File: config.mk
export PLATFORM = sky130hd
export DESIGN_NAME = battery_low_monitor_unit
export DESIGN_NICKNAME = d
export VERILOG_FILES = /design/src/design/blm_pkg.sv /design/src/design/blm_cfg.sv /design/src/design/blm_ema.sv /design/src/design/blm_window.sv /design/src/design/battery_low_monitor_unit.sv
export SDC_FILE = /design/constraint.sdc
export NUM_CORES = 1
export LEC_CHECK = 0
export ABC_CLOCK_PERIOD_IN_PS = 11640
export BUFFER_PORTS_ARGS = -buffer_cell sky130_fd_sc_hd__buf_2
export CAP_MARGIN = 15
export CORE_MARGIN = 4
export CORE_UTILIZATION = 40
export DETAILED_ROUTE_END_ITERATION = 6
export GPL_TIMING_DRIVEN = 0
export PLACE_DENSITY_LB_ADDON = 0.05
export SLEW_MARGIN = 20
export SYNTH_ARGS = -nofsm -noshare
export SYNTH_HDL_FRONTEND = slang
export SYNTH_SLANG_ARGS = --single-unit
File: constraint.sdc
create_clock -name aclk -period 11.64 [get_ports aclk]
set_clock_uncertainty 0.2 [all_clocks]
set_input_delay 0.582 -clock aclk [delete_from_list [all_inputs] [get_ports aclk]]
set_output_delay 0.582 -clock aclk [all_outputs]
set_load 0.005 [all_outputs]
File: src/design/blm_pkg.sv
// Shared types and constants for the battery-low monitor.
`timescale 1ns / 1ps

package blm_pkg;

    localparam int unsigned ALPHA_W = 9;
    localparam int unsigned LEVEL_W = 20;
    localparam int unsigned TIME_W  = 32;
    localparam int unsigned ADC_W   = 12;
    localparam int unsigned MODE_W  = 2;

    localparam logic [ALPHA_W-1:0] ALPHA_ONE = 9'd256;

    localparam logic [MODE_W-1:0] MODE_SAMPLE    = 2'd0;
    localparam logic [MODE_W-1:0] MODE_ACK_SET   = 2'd1;
    localparam logic [MODE_W-1:0] MODE_ACK_CLEAR = 2'd2;

    localparam logic [1:0] REG_ALPHA     = 2'd0;
    localparam logic [1:0] REG_THRESHOLD = 2'd1;
    localparam logic [1:0] REG_MIN_INT   = 2'd2;

    localparam logic [ALPHA_W-1:0] ALPHA_RESET     = 9'd26;
    localparam logic [LEVEL_W-1:0] THRESHOLD_RESET = 20'd524288;
    localparam logic [TIME_W-1:0]  MIN_INT_RESET   = 32'd60000;

    typedef struct packed {
        logic [ALPHA_W-1:0] alpha_q8;
        logic [LEVEL_W-1:0] low_threshold;
        logic [TIME_W-1:0]  min_interval_ms;
    } cfg_t;

endpackage

File: src/design/blm_cfg.sv
// APB register block for filter weight, threshold and minimum interval.
`timescale 1ns / 1ps

module blm_cfg (
    input  logic                aclk,
    input  logic                aresetn,
    input  logic                psel,
    input  logic                penable,
    input  logic                pwrite,
    input  logic [3:0]          paddr,
    input  logic [31:0]         pwdata,
    output logic [31:0]         prdata,
    output logic                pready,
    output blm_pkg::cfg_t       cfg
);

    blm_pkg::cfg_t cfg_reg;
    logic          wr_en;
    logic [1:0]    reg_idx;

    assign pready  = 1'b1;
    assign wr_en   = psel & penable & pwrite;
    assign reg_idx = paddr[3:2];
    assign cfg     = cfg_reg;

    always_ff @(posedge aclk) begin
        if (!aresetn) begin
            cfg_reg.alpha_q8        <= blm_pkg::ALPHA_RESET;
            cfg_reg.low_threshold   <= blm_pkg::THRESHOLD_RESET;
            cfg_reg.min_interval_ms <= blm_pkg::MIN_INT_RESET;
        end else if (wr_en) begin
            case (reg_idx)
                blm_pkg::REG_ALPHA:     cfg_reg.alpha_q8 <= pwdata[blm_pkg::ALPHA_W-1:0];
                blm_pkg::REG_THRESHOLD: cfg_reg.low_threshold <= pwdata[blm_pkg::LEVEL_W-1:0];
                blm_pkg::REG_MIN_INT:   cfg_reg.min_interval_ms <= pwdata;
                default: ;
            endcase
        end
    end

    always_comb begin
        case (reg_idx)
            blm_pkg::REG_ALPHA:     prdata = {23'd0, cfg_reg.alpha_q8};
            blm_pkg::REG_THRESHOLD: prdata = {12'd0, cfg_reg.low_threshold};
            blm_pkg::REG_MIN_INT:   prdata = cfg_reg.min_interval_ms;
            default:                prdata = 32'd0;
        endcase
    end

endmodule

File: src/design/blm_ema.sv
// Exponential moving average of the converter reading in Q12.8 counts.
`timescale 1ns / 1ps

module blm_ema (
    input  logic                          aclk,
    input  logic                          aresetn,
    input  logic                          upd_en,
    input  logic [blm_pkg::ALPHA_W-1:0]   alpha_q8,
    input  logic [blm_pkg::ADC_W-1:0]     adc_sample,
    output logic [blm_pkg::LEVEL_W-1:0]   avg_next,
    output logic [blm_pkg::LEVEL_W-1:0]   avg
);

    logic [blm_pkg::LEVEL_W-1:0] avg_reg;
    logic [blm_pkg::ALPHA_W-1:0] a;
    logic [blm_pkg::ALPHA_W-1:0] a_inv;
    logic [blm_pkg::LEVEL_W-1:0] s;
    logic [29:0]                 mix;

    // saturate weight at one
    assign a     = (alpha_q8 > blm_pkg::ALPHA_ONE) ? blm_pkg::ALPHA_ONE : alpha_q8;
    assign a_inv = blm_pkg::ALPHA_ONE - a;
    assign s     = {adc_sample, 8'd0};

    // round half up before dropping the fraction of the weight
    assign mix = 30'(a) * 30'(s) + 30'(a_inv) * 30'(avg_reg) + 30'd128;
    assign avg_next = mix[blm_pkg::LEVEL_W+7:8];
    assign avg      = avg_reg;

    always_ff @(posedge aclk) begin
        if (!aresetn) begin
            avg_reg <= '0;
        end else if (upd_en) begin
            avg_reg <= avg_next;
        end
    end

endmodule

File: src/design/blm_window.sv
// Ring of recent averages and the all-entries-low detector.
`timescale 1ns / 1ps

module blm_window #(
    parameter int unsigned WINDOW_DEPTH = 8
) (
    input  logic                          aclk,
    input  logic                          aresetn,
    input  logic                          upd_en,
    input  logic [blm_pkg::LEVEL_W-1:0]   avg_next,
    input  logic [blm_pkg::LEVEL_W-1:0]   low_threshold,
    output logic                          low_next
);

    localparam int unsigned SLOT_W = (WINDOW_DEPTH > 1) ? $clog2(WINDOW_DEPTH) : 1;
    localparam logic [SLOT_W-1:0] LAST_SLOT = SLOT_W'(WINDOW_DEPTH - 1);

    logic [blm_pkg::LEVEL_W-1:0] levels_reg [WINDOW_DEPTH];
    logic [SLOT_W-1:0]           slot_reg;
    logic [SLOT_W-1:0]           slot_next;
    logic [WINDOW_DEPTH-1:0]     entry_low;

    assign slot_next = (slot_reg == LAST_SLOT) ? '0 : slot_reg + 1'b1;

    // judge each entry as it will stand after this write
    always_comb begin
        for (int i = 0; i < WINDOW_DEPTH; i++) begin
            if (slot_reg == SLOT_W'(i)) begin
                entry_low[i] = (avg_next != '0) && (avg_next < low_threshold);
            end else begin
                entry_low[i] = (levels_reg[i] != '0) && (levels_reg[i] < low_threshold);
            end
        end
    end

    assign low_next = &entry_low;

    always_ff @(posedge aclk) begin
        if (!aresetn) begin
            slot_reg <= '0;
            for (int i = 0; i < WINDOW_DEPTH; i++) begin
                levels_reg[i] <= '0;
            end
        end else if (upd_en) begin
            levels_reg[slot_reg] <= avg_next;
            slot_reg             <= slot_next;
        end
    end

endmodule

File: src/design/battery_low_monitor_unit.sv
// Top level of the battery-low monitor: word staging, acknowledge latch, result.
//
//  channel | direction | tdata fields (low bit up)                       | tuser
//  s_      | in        | adc_sample[11:0], now_ms[43:12]                 | mode[1:0]
//  m_      | out       | battery_low[0], low_ack[1], filtered_level[21:2] | -
//  apb     | in/out    | alpha_q8 @0x0, low_threshold @0x4, min_interval_ms @0x8
//
// One word per cycle while the output is not stalled; a word is held in the input
// register and its result is then registered into the output register.
// The average, ring, flags and output update together, so the next word sees
// them at once. A stalled output holds the input register; a third word waits.
// Reset is synchronous and active low.
`timescale 1ns / 1ps

module battery_low_monitor_unit #(
    parameter int unsigned WINDOW_DEPTH = 8
) (
    input  logic        aclk,
    input  logic        aresetn,
    input  logic        s_tvalid,
    output logic        s_tready,
    input  logic [47:0] s_tdata,   // adc_sample[11:0], now_ms[43:12], zero pad
    input  logic [1:0]  s_tuser,   // mode[1:0]
    output logic        m_tvalid,
    input  logic        m_tready,
    output logic [23:0] m_tdata,   // battery_low[0], low_ack[1], filtered_level[21:2]
    input  logic        psel,
    input  logic        penable,
    input  logic        pwrite,
    input  logic [3:0]  paddr,
    input  logic [31:0] pwdata,
    output logic [31:0] prdata,
    output logic        pready
);

    blm_pkg::cfg_t cfg;

    logic                          in_valid_reg;
    logic [blm_pkg::MODE_W-1:0]    in_mode_reg;
    logic [blm_pkg::ADC_W-1:0]     in_adc_reg;
    logic [blm_pkg::TIME_W-1:0]    in_now_reg;
    logic                          out_valid_reg;
    logic                          fire;
    logic                          sample_en;

    logic                          low_flag_reg;
    logic                          low_flag_next;
    logic                          ack_flag_reg;
    logic                          ack_flag_next;
    logic [blm_pkg::TIME_W-1:0]    ack_time_reg;
    logic [blm_pkg::TIME_W-1:0]    ack_time_next;
    logic [blm_pkg::TIME_W-1:0]    interval_reg;
    logic [blm_pkg::TIME_W-1:0]    interval_next;
    logic [blm_pkg::TIME_W-1:0]    elapsed;

    logic [blm_pkg::LEVEL_W-1:0]   avg_next;
    logic [blm_pkg::LEVEL_W-1:0]   avg;
    logic                          low_next;

    assign fire      = in_valid_reg & (~out_valid_reg | m_tready);
    assign s_tready  = ~in_valid_reg | fire;
    assign sample_en = fire & (in_mode_reg == blm_pkg::MODE_SAMPLE);

    blm_cfg u_cfg (
        .aclk    (aclk),
        .aresetn (aresetn),
        .psel    (psel),
        .penable (penable),
        .pwrite  (pwrite),
        .paddr   (paddr),
        .pwdata  (pwdata),
        .prdata  (prdata),
        .pready  (pready),
        .cfg     (cfg)
    );

    blm_ema u_ema (
        .aclk       (aclk),
        .aresetn    (aresetn),
        .upd_en     (sample_en),
        .alpha_q8   (cfg.alpha_q8),
        .adc_sample (in_adc_reg),
        .avg_next   (avg_next),
        .avg        (avg)
    );

    blm_window #(
        .WINDOW_DEPTH (WINDOW_DEPTH)
    ) u_window (
        .aclk          (aclk),
        .aresetn       (aresetn),
        .upd_en        (sample_en),
        .avg_next      (avg_next),
        .low_threshold (cfg.low_threshold),
        .low_next      (low_next)
    );

    assign elapsed = in_now_reg - ack_time_reg;

    always_comb begin
        low_flag_next = low_flag_reg;
        ack_flag_next = ack_flag_reg;
        ack_time_next = ack_time_reg;
        interval_next = interval_reg;
        case (in_mode_reg)
            blm_pkg::MODE_SAMPLE: begin
                low_flag_next = low_next;
                // release on recovery, lapse once the interval has run out
                if (ack_flag_reg && !low_next) begin
                    interval_next = cfg.min_interval_ms;
                end
                ack_flag_next = ack_flag_reg & low_next & (elapsed < interval_reg);
            end
            blm_pkg::MODE_ACK_SET: begin
                ack_flag_next = 1'b1;
                ack_time_next = in_now_reg;
                interval_next = interval_reg[blm_pkg::TIME_W-1] ? '1
                              : {interval_reg[blm_pkg::TIME_W-2:0], 1'b0};
            end
            blm_pkg::MODE_ACK_CLEAR: begin
                ack_flag_next = 1'b0;
            end
            default: ;
        endcase
    end

    always_ff @(posedge aclk) begin
        if (!aresetn) begin
            in_valid_reg  <= 1'b0;
            out_valid_reg <= 1'b0;
            low_flag_reg  <= 1'b0;
            ack_flag_reg  <= 1'b0;
            ack_time_reg  <= '0;
            interval_reg  <= blm_pkg::MIN_INT_RESET;
        end else begin
            if (s_tready) begin
                in_valid_reg <= s_tvalid;
            end
            if (fire) begin
                out_valid_reg <= 1'b1;
                low_flag_reg  <= low_flag_next;
                ack_flag_reg  <= ack_flag_next;
                ack_time_reg  <= ack_time_next;
                interval_reg  <= interval_next;
            end else if (m_tready) begin
                out_valid_reg <= 1'b0;
            end
        end
    end

    always_ff @(posedge aclk) begin
        if (s_tvalid && s_tready) begin
            in_mode_reg <= s_tuser;
            in_adc_reg  <= s_tdata[11:0];
            in_now_reg  <= s_tdata[43:12];
        end
    end

    // state registers hold still while the result waits, so they serve as the output word
    assign m_tvalid = out_valid_reg;
    assign m_tdata  = {2'b00, avg, ack_flag_reg, low_flag_reg};

    a_low_needs_level: assert property (@(posedge aclk) disable iff (!aresetn)
        low_flag_reg |-> (avg != '0))
        else $error("battery low flagged with a zero average");

    a_ready_when_out_free: assert property (@(posedge aclk) disable iff (!aresetn)
        !out_valid_reg |-> s_tready)
        else $error("input stalled while output register is empty");

    a_ack_set_latches: assert property (@(posedge aclk) disable iff (!aresetn)
        (fire && in_mode_reg == blm_pkg::MODE_ACK_SET) |=> ack_flag_reg)
        else $error("acknowledge set did not latch");

    a_stall_holds_state: assert property (@(posedge aclk) disable iff (!aresetn)
        (out_valid_reg && !m_tready) |=> ($stable(avg) && $stable(ack_flag_reg)))
        else $error("result state moved during output stall");

endmodule

==> metrics.txt <==
R2R Path Start u_cfg.cfg[60]; GRT Util Overall 24.2%; commonest non-fill, non-tap cells in the layout nand2_1, inv_1, ha_1; average routed wire per standard cell 21.1 µm; violation count after the first detailed-route iteration 1601; worst hold endpoint u_cfg.cfg[14]; EDFF count, synth 206; share of cells above drive strength 1 8.20%; initial core utilization 40.4%; fill count 7253; CP arrival 11.32 ns; pwr dens 174 nW/µm²; Worst R2R Path Depth 38; max cap viols 0; leakage 15.2 nW; Worst-Margin Slew 1.08 ns; Final Max Slew Viols 0; critical path's slowest cell fa_1; Setup crit end kind register; GRT overflow 0; dominant synthesized flop cell edfxtp_1; # nets final 4182; Crit path largest cell delay 0.55 ns; flop2flop setup slack 0.60 ns; #FFs+latches synth 358; FF-to-FF End interval_reg[11]; Yosys Warn Count 0; P&R area growth vs syn 14.0%; Boundary Pins 152; Min-Delay Path Depth 3; Clock transition at path regs 0.06 ns; Post-Syn Instances 3303; DRT Pass-1 Iters 7; minimum clock period 11.04 ns; residual DRC count 0; Mapped Area 30100 µm²; row count 100; Port Buf Inserts 142; largest net degree at the start of global routing 31; initial antenna violation count 7; vias 24.4k; clock buffer depth 3; Mapped Avg Cell Area 9.11 µm²; Antenna Nets Post-Route 0; Synth cell types 82; Async SR Flop Fraction 0%; Final Worst Setup Slack 0.603 ns; clock root buffer clkbuf_16; CTS H-Tree Depth 2; Die Wd 282 µm; status completed; VDD IR max 0.261 mV; CTS tree yes; RSZ-0062 raised after global routing false; Clock Latency Late Sink 0.62 ns; Post-CTS Setup Inserts 0; relative slew slack 27.8%; Final Hold Vio Count 0; Die Y 282 µm; final setup violating endpoints 0; Hold Startpoint pwdata[14]; CTS buffer count 45; die area 79700 µm²; Hold WC Path Type in2reg; max reg flops 160; CP required 11.92 ns; gpl congestion 0.895; Final Core Density 46.0%; DP Worst Slack -0.779 ns; Via density 5.35; Tcrit/Tclk final 94.8%; Hold Slack 0.0336 ns; CP Class reg2reg; CORE AREA 74600 µm²; detailed-placement wirelength estimate 74100 µm; clock sink total 358; Routed WL 96100 µm; peak fanout along the critical path 10; Seq/Total Area, Yosys 30.7%; fmax 0.0906 GHz; first-pass GRT wire length 148000 µm; CP Launch Type register; vias in the first global route 24.8k; most common cell after layout, fill and taps aside nand2_1
==> cell usage after synthesis (6+ instances only) <==
master,instances,area share (%)
and2_1,156,3.2
buf_2,8,0.13
nor3b_1,8,0.20
and3_1,35,0.73
dfxtp_1,152,10
o2111ai_1,6,0.17
a31oi_1,16,0.33
a2111oi_0,14,0.41
buf_1,17,0.21
ha_1,325,14
nor2_1,223,2.8
clkbuf_1,127,1.6
nand4_1,36,0.75
o211ai_1,37,0.92
inv_1,392,4.9
mux2i_1,35,1.2
a211oi_1,13,0.32
nor2b_1,41,0.85
xor2_1,19,0.55
a22o_1,13,0.38
or3_1,10,0.21
nand2b_1,23,0.48
fa_1,216,14
nand2_1,481,6.0
nand3_1,88,1.5
o211a_1,9,0.30
a21oi_1,106,1.8
nor4_1,50,1.0
o21ai_0,106,1.8
o21a_1,24,0.60
edfxtp_1,206,21
and4_1,6,0.17
nor3_1,31,0.52
xnor2_1,35,1.0
o21bai_1,6,0.15
a21boi_0,93,2.3
a21o_1,46,1.1
==> cell type report <==
class / instances / area (µm²) / share of cell area (%)
Multi-Input combinational cell: 2395 / 18900 / 55.0
Sequential cell: 358 / 9230 / 26.9
Inverter: 393 / 1480 / 4.30
Timing Repair Buffer: 198 / 1300 / 3.79
Clock buffer: 59 / 1270 / 3.71
Tap cell: 969 / 1210 / 3.53
Buffer: 157 / 656 / 1.91
Clock inverter: 24 / 282 / 0.821
Antenna cell: 3 / 7.51 / 0.0219
==> routing by layer <==
layer  track usage (%)  share of wire, %  routed length, µm
met5                 0             0.012                 12
met1              32.1                45              42900
met2              42.1                48              46400
met3              2.48               4.0               3870
met4              7.02               2.9               2830
==> critical path: cells and delay by family (launching register included) <==
| family | cells | cell delay [ns] |
|---|---|---|
| buffers and inverters | 11 | 2.15 |
| xor gates and xnor gates | 1 | 0.37 |
| AOI/OAI and AO/OA | 11 | 2.88 |
| and+or+nand+nor | 6 | 1.31 |
| muxes | 1 | 0.31 |
| DFF | 1 | 0.29 |
| adders and majority gates | 8 | 3.33 |
==> cell families (layout without fill, tap and decap cells) <==
kind of cell	after synthesis	in the layout	share of synthesized area (%)
XOR/XNOR	55	55	1.65
adder cells (fa/ha/maj)	541	541	27.9
flip-flops	358	358	30.7
AO/OA/AOI/OAI	538	538	12.1
other	2	6	0.0250
AND/OR/NAND/NOR	1215	1215	19.2
buffers and inverters	551	831	6.99
multiplexers	43	43	1.53
==> power by group <==
part           internal [mW]  total, mW  switching [mW]
combinational          0.983       3.08            2.09
clock                  0.850       1.46           0.607
sequential              1.39       1.42          0.0388
==> worst max path at each step <==
stage,start,to,slack (ns),cells after the start
finish,u_cfg.cfg[60],interval_reg[11],0.60,38
global route,u_cfg.cfg[52],interval_reg[18],0.008,39
CTS,u_cfg.cfg[52],interval_reg[10],0.06,37
detailed placement,u_cfg.cfg[60],interval_reg[7],-0.78,37
global placement,u_cfg.cfg[60],interval_reg[20],-1.27,36
floorplan,u_cfg.cfg[60],interval_reg[11],2.38,37
==> metrics by stage <==
| step | std cells | power [mW] | area (µm²) | setup TNS [ns] |
|---|---|---|---|---|
| floorplan | 3304 | 3.23 | 30100 | 0 |
| global placement | 4415 | 4.34 | 32000 | -40.31 |
| detailed placement | 4423 | 4.51 | 32200 | -23.25 |
| CTS | 4553 | 6.02 | 34200 | 0 |
| global route | 4555 | 6.34 | 34300 | 0 |
| finish | 4556 | 5.96 | 34300 | 0 |
==> repair_timing <==
action                                  4_1_cts  5_1_grt
cloned                                        0        0
endpoints found under the setup margin       34       33
hold buffers                                 48        0
gates resized for setup                       7       41
hold endpoints to repair                     48        0
Note: power is estimated with default switching activity, not from simulation.
